### config.mk
export PLATFORM = sky130hd
export DESIGN_NAME = agp_sqrt
export DESIGN_NICKNAME = d
export VERILOG_FILES = /design/src/rtl/adagrad_parameter_update_top_macros.svh /design/src/rtl/agp_pkg.sv /design/src/rtl/agp_sqrt.sv
export SDC_FILE = /design/constraint.sdc
export NUM_CORES = 2
export LEC_CHECK = 0
export BUFFER_PORTS_ARGS = -buffer_cell sky130_fd_sc_hd__buf_2
export CAP_MARGIN = 20
export CORE_ASPECT_RATIO = 1.2
export CORE_UTILIZATION = 40
export DETAILED_ROUTE_END_ITERATION = 10
export SETUP_SLACK_MARGIN = 0.1
export SYNTH_ARGS = -nofsm -noshare
export SYNTH_HDL_FRONTEND = slang
export SYNTH_SLANG_ARGS = --single-unit
### constraint.sdc
create_clock -name clk -period 19.3 [get_ports clk]
set_input_delay 3.86 -clock clk [delete_from_list [all_inputs] [get_ports clk]]
set_output_delay 3.86 -clock clk [all_outputs]
set_load 0.02 [all_outputs]
### src/rtl/adagrad_parameter_update_top_macros.svh
// assertion macros for the adaptive gradient update block
`ifndef ADAGRAD_PARAMETER_UPDATE_TOP_MACROS_SVH
`define ADAGRAD_PARAMETER_UPDATE_TOP_MACROS_SVH
`ifndef SYNTHESIS
`define AGP_ASSERT_IMP(lbl, ck, rn, a, c) \
  lbl: assert property (@(posedge ck) disable iff (!rn) (a) |-> (c)) \
    else $error("assertion failed");
`define AGP_ASSERT_NXT(lbl, ck, rn, a, c) \
  lbl: assert property (@(posedge ck) disable iff (!rn) (a) |=> (c)) \
    else $error("assertion failed");
`else
`define AGP_ASSERT_IMP(lbl, ck, rn, a, c)
`define AGP_ASSERT_NXT(lbl, ck, rn, a, c)
`endif
`endif

### src/rtl/agp_pkg.sv
package agp_pkg;

  localparam int DATA_W    = 32;
  localparam int SLOTS_DEF = 4096;
  localparam int FRAC_DEF  = 16;
  localparam int SLOT_IN_W = 12;
  localparam int OP_W      = 2;
  localparam int CFG_IDX_W = 3;
  localparam int FLOOR_W   = 31;
  localparam int MODE_W    = 4;

  localparam logic [OP_W-1:0] OP_MEAN  = 2'd0;
  localparam logic [OP_W-1:0] OP_VAR   = 2'd1;
  localparam logic [OP_W-1:0] OP_TABLE = 2'd2;
  localparam logic [OP_W-1:0] OP_DIST  = 2'd3;

  localparam logic [CFG_IDX_W-1:0] CFG_RATE_GEN  = 3'd0;
  localparam logic [CFG_IDX_W-1:0] CFG_RATE_MEAN = 3'd1;
  localparam logic [CFG_IDX_W-1:0] CFG_RATE_COV  = 3'd2;
  localparam logic [CFG_IDX_W-1:0] CFG_W_MEAN    = 3'd3;
  localparam logic [CFG_IDX_W-1:0] CFG_W_COV     = 3'd4;
  localparam logic [CFG_IDX_W-1:0] CFG_FLOOR     = 3'd5;
  localparam logic [CFG_IDX_W-1:0] CFG_MODE      = 3'd6;

  localparam int MODE_ADAPT = 0;
  localparam int MODE_VAR   = 1;
  localparam int MODE_TABLE = 2;
  localparam int MODE_DIST  = 3;

  localparam logic [DATA_W-1:0]  RATE_RST   = 32'd655;
  localparam logic [DATA_W-1:0]  WEIGHT_RST = 32'd65536;
  localparam logic [FLOOR_W-1:0] FLOOR_RST  = 31'd66;
  localparam logic [MODE_W-1:0]  MODE_RST   = 4'd3;

  localparam int SQ_IN_W   = 64;
  localparam int SQ_OUT_W  = 32;
  localparam int SQ_REM_W  = 34;
  localparam int STEP_BITS = 2;

endpackage

### src/rtl/agp_sqrt.sv
module agp_sqrt (
  input  logic                        clk,
  input  logic                        en,
  input  logic [agp_pkg::SQ_IN_W-1:0]  rad,
  output logic [agp_pkg::SQ_OUT_W-1:0] root
);
  import agp_pkg::*;

  localparam int NST = SQ_OUT_W / STEP_BITS;
  localparam int TW  = SQ_REM_W + 2;

  typedef struct packed {
    logic [SQ_REM_W-1:0] rem;
    logic [SQ_OUT_W-1:0] res;
    logic [SQ_IN_W-1:0]  v;
  } sq_st_t;

  sq_st_t st_r [NST];
  sq_st_t st_in;

  function automatic sq_st_t sq_stage(sq_st_t s);
    sq_st_t o;
    logic [TW-1:0] t;
    logic [TW-1:0] trial;
    o = s;
    for (int i = 0; i < STEP_BITS; i++) begin
      t = {o.rem, o.v[SQ_IN_W-1 -: 2]};
      o.v = {o.v[SQ_IN_W-3:0], 2'b00};
      trial = {(SQ_REM_W - SQ_OUT_W)'(0), o.res, 2'b01};
      if (t >= trial) begin
        o.rem = SQ_REM_W'(t - trial);
        o.res = {o.res[SQ_OUT_W-2:0], 1'b1};
      end else begin
        o.rem = t[SQ_REM_W-1:0];
        o.res = {o.res[SQ_OUT_W-2:0], 1'b0};
      end
    end
    return o;
  endfunction

  always_comb begin
    st_in.rem = '0;
    st_in.res = '0;
    st_in.v   = rad;
  end

  always_ff @(posedge clk) begin
    if (en) begin
      st_r[0] <= sq_stage(st_in);
      for (int k = 1; k < NST; k++) begin
        st_r[k] <= sq_stage(st_r[k-1]);
      end
    end
  end

  assign root = st_r[NST-1].res;

endmodule

==> metrics.md <==
| Metric | Value |
|---|---|
| Vias in the first global route | `58400` |
| CP required | `19860 ps` |
| Synth top area share | `46.5%` |
| TNS Setup | `0 ps` |
| DR WL/cell | `~21 microns` |
| Worst Slack Setup Final | `around 11000 ps` |
| PostCTS Resize Cnt | `0` |
| Ys flop type | `edfxtp_1` |
| Pre-Repair DR Iteration Count | `6` |
| Synth area leaders | `edfxtp_1, ha_1, xnor2_1` |
| Cell area after synthesis | `around 80000 sq um` |
| Die Wd | `410 microns` |
| First-pass GRT wire length | `roughly 330 mm` |
| Part of the power in registers | `between 30 and 40%` |
| Worst min path class | `flop to flop` |
| IO Pins | `98` |
| Top Family by Delay on Critical Path | `compound AO/OA/AOI/OAI gates` |
| Final non-filler cell total | `10700` |
| Hold Fails Final Rpt | `0` |
| Kind of critical path | `flop to flop` |
| Cts hold-fix bufs | `0` |
| Post CTS Setup Buffer Count | `0` |
| LEAKAGE | `34.2 nW` |
| Status | `completed` |
| Max FFs per register | `around 1200` |
| Final HPWL DP | `174 mm` |
| P_int | `7.28 mW` |
| Fmax | `127 MHz` |
| Layout Skew | `53.4 ps` |
| Clock-pin slew on the worst setup and hold paths | `about 60 ps` |
| Area Growth Syn to Fin | `9.89%` |
| Finish-stage setup viols | `0` |
| Share of cells above drive strength 1 | `between 7 and 8%` |
| Via count | `59800` |
| Total clock sinks | `1239` |
| Max stage delay on crit path | `800 ps` |
| Chip Height | `492 microns` |
| Starting density of the core | `40.3%` |
| Via-per-instance ratio | `5.61` |
| Largest net degree at the start of global routing | `174` |
| FP Rows | `179` |
| Post-synth top area cell | `edfxtp_1` |
| WHS Path Cells | `0` |
| Slowest cell on crit path | `clkinv_1` |
| Most frequent CP cell | `a21o_1` |
| Most frequent cells in the layout | `edfxtp_1, nand2_1, a21oi_1` |
| DP Cell Count | `approximately 10000` |
| Htree depth | `4` |
| Startpoint types | `flop` |
| GR Util All Layers | `between 20% and 30%` |
| Biggest regs | `st_r: 1239 flops` |
| Routed WL | `221 mm` |
| Sequential area share after synthesis | `between 40% and 50%` |
| Period utilization | `40.7%` |
| Clock root buffer | `clkbuf_16` |
| Port buffer count | `97` |
| CP endpoint kind | `flop` |
| Synth warnings | `0` |
| Yosys cell types | `around 110` |
| Critical path depth in cells | `25` |
| Worst Tran Pin Value | `around 1100 ps` |
| Post-synthesis register bit count | `1239` |
| Hold Slack | `396 ps` |
| Final Max Tran Viols | `0` |
| Post-route DRC violation count | `0` |
| Register with the most flip-flops | `st_r` |
| NetSw | `approximately 4.8 mW` |
| Comb pwr share | `44.5%` |
| DRT antenna net count | `0` |
| Crit path buf inv count | `3` |
| Net Sw Frac | `39.5%` |
| VDD IR max | `0.106 mV` |
| Total gr overflow | `0` |
| Routability cong. | `0.965` |
| Initial antenna violation count | `5` |
| CTS tree | `built` |
| Ys async rst share | `0%` |
| Total CTS buffers | `139` |
| Layout Nets | `8553` |
| Post-Syn Instances | `7855` |
| Slew headroom | `29.7%` |
| Core area | `198000 sq um` |
| Worst reg-to-reg path cell count | `25` |
| Arr. time, crit path | `8410 ps` |
| CP max FO | `37` |
| Syn Area/Cell | `10.2 sq um` |
| Insertion delay to the later sink of the worst-skew pair | `820 ps` |
| Max Cap Violations | `0` |
| Power Dens Cells | `roughly 140 nW/um^2` |
| Most common cell after layout, fill and taps aside | `edfxtp_1` |
| CTS max path bufs | `3` |
| Die area | `202000 sq um` |
| RSZ-0062 raised after global routing | `no` |
| Clock Power Share | `22.4%` |
| Starting DRT DRC Count | `~4200` |
| Fill count | `about 19000` |
| DP Worst Slack | `about 12000 ps` |
| Final worst path period need | `7850 ps` |
| Post-synth EDFFs | `1239` |
-- power groups by stage --
stage / logic (mW) / clock network [mW] / registers [mW]
global route: 5.90 / 2.86 / 4.02
CTS: 5.33 / 2.77 / 3.98
floorplan: 3.96 / 0 / 3.82
detailed placement: 5.29 / 0 / 4.03
finish: 5.36 / 2.70 / 3.98
global placement: 5.26 / 0 / 4.03
-- per-stage QoR --
step           util [%]  cell area [sq um]  power (mW)
2_1_floorplan         -              79900        7.78
3_3_place_gp       41.9              83100        9.29
3_5_place_dp       41.9              83100        9.33
4_1_cts            44.2              87800        12.1
5_1_grt            44.3              87800        12.8
6_report           44.3              87800        12.0
-- worst reg2reg max path: stages, from the launching register on --
cell      delay, ps
edfxtp_1        350
inv_1           100
ha_1            380
nand2_1          90
nor4_1          280
o31a_1          220
o21ai_0         170
a21boi_1        460
or2_2           600
clkinv_1        810
nand2_1         240
o21ai_0         190
ha_1            270
a21o_1          180
a21o_1          180
a21o_1          190
nand2b_1        100
a31oi_1         120
a21o_1          200
a21o_1          200
a221o_1         360
a41o_1          240
nand2_1         120
and3_1          590
inv_2           490
mux2_1          450
-- metal layers --
metal,track usage (%),vias up,routed length (microns)
met2,40.3,1493,116000
met4,10.7,0,11400
met3,2.39,462,7730
met1,23.2,28700,84900
li1,-,29200,-
met5,0,-,0
-- worst paths after layout --
path | slack (ps) | from | to
hold / removal | 400 | st_r[0][141]$_DFFE_PP_ | st_r[0][271]$_DFFE_PP_
setup reg to reg | 11450 | st_r[1][571]$_DFFE_PP_ | st_r[1][743]$_DFFE_PP_
setup / recovery | 11450 | st_r[1][571]$_DFFE_PP_ | st_r[1][743]$_DFFE_PP_
hold reg to reg | 400 | st_r[0][141]$_DFFE_PP_ | st_r[0][271]$_DFFE_PP_
-- Yosys cell counts, types with 24 or more instances --
| master | instances |
|---|---|
| edfxtp_1 | 1239 |
| nand2_1 | 655 |
| a21oi_1 | 652 |
| nor2_1 | 629 |
| ha_1 | 558 |
| xnor2_1 | 477 |
| inv_1 | 469 |
| o21ai_0 | 395 |
| xor2_1 | 287 |
| a21o_1 | 242 |
| nor3_1 | 196 |
| nand3_1 | 183 |
| clkbuf_1 | 125 |
| nand4_1 | 116 |
| nand2b_1 | 94 |
| or3_1 | 94 |
| nor4_1 | 90 |
| nor2b_1 | 88 |
| mux2_2 | 83 |
| o21a_1 | 76 |
| a31oi_1 | 72 |
| and3_1 | 72 |
| o31ai_1 | 70 |
| or2_2 | 66 |
| o21bai_1 | 59 |
| and2_1 | 54 |
| a211oi_1 | 41 |
| buf_4 | 32 |
| or4_1 | 32 |
| mux2i_1 | 30 |
| o211ai_1 | 30 |
| nor3b_1 | 28 |
| a21boi_0 | 27 |
| buf_1 | 25 |
| and4_1 | 24 |
-- cell families (layout without fill, tap and decap cells) --
kind of cell / count (synthesis) / count (layout) / synth area share, %
flip-flops: 1239 / 1239 / 46.5
AND/OR/NAND/NOR: 2530 / 2530 / 15.8
other: 1 / 4 / 0.00469
multiplexers: 122 / 122 / 1.67
AO/OA/AOI/OAI: 1950 / 1950 / 15.5
buffers and inverters: 691 / 874 / 3.46
adder cells (fa/ha/maj): 558 / 558 / 8.73
XOR/XNOR: 764 / 764 / 8.37
-- final cells by class --
| class | count | area (sq um) | share of cell area, % |
|---|---|---|---|
| multi-input combinational | 5927 | 40000 | 45.5 |
| inverter | 484 | 1820 | 2.07 |
| sequential | 1239 | 37200 | 42.4 |
| antenna | 1 | 2.50 | 0.00285 |
| clock buffer | 153 | 3530 | 4.02 |
| timing repair buffer | 138 | 858 | 0.977 |
| tap | 2624 | 3280 | 3.74 |
| clock inverter | 99 | 1160 | 1.32 |
No activity file was read; power rests on OpenSTA's default activity.
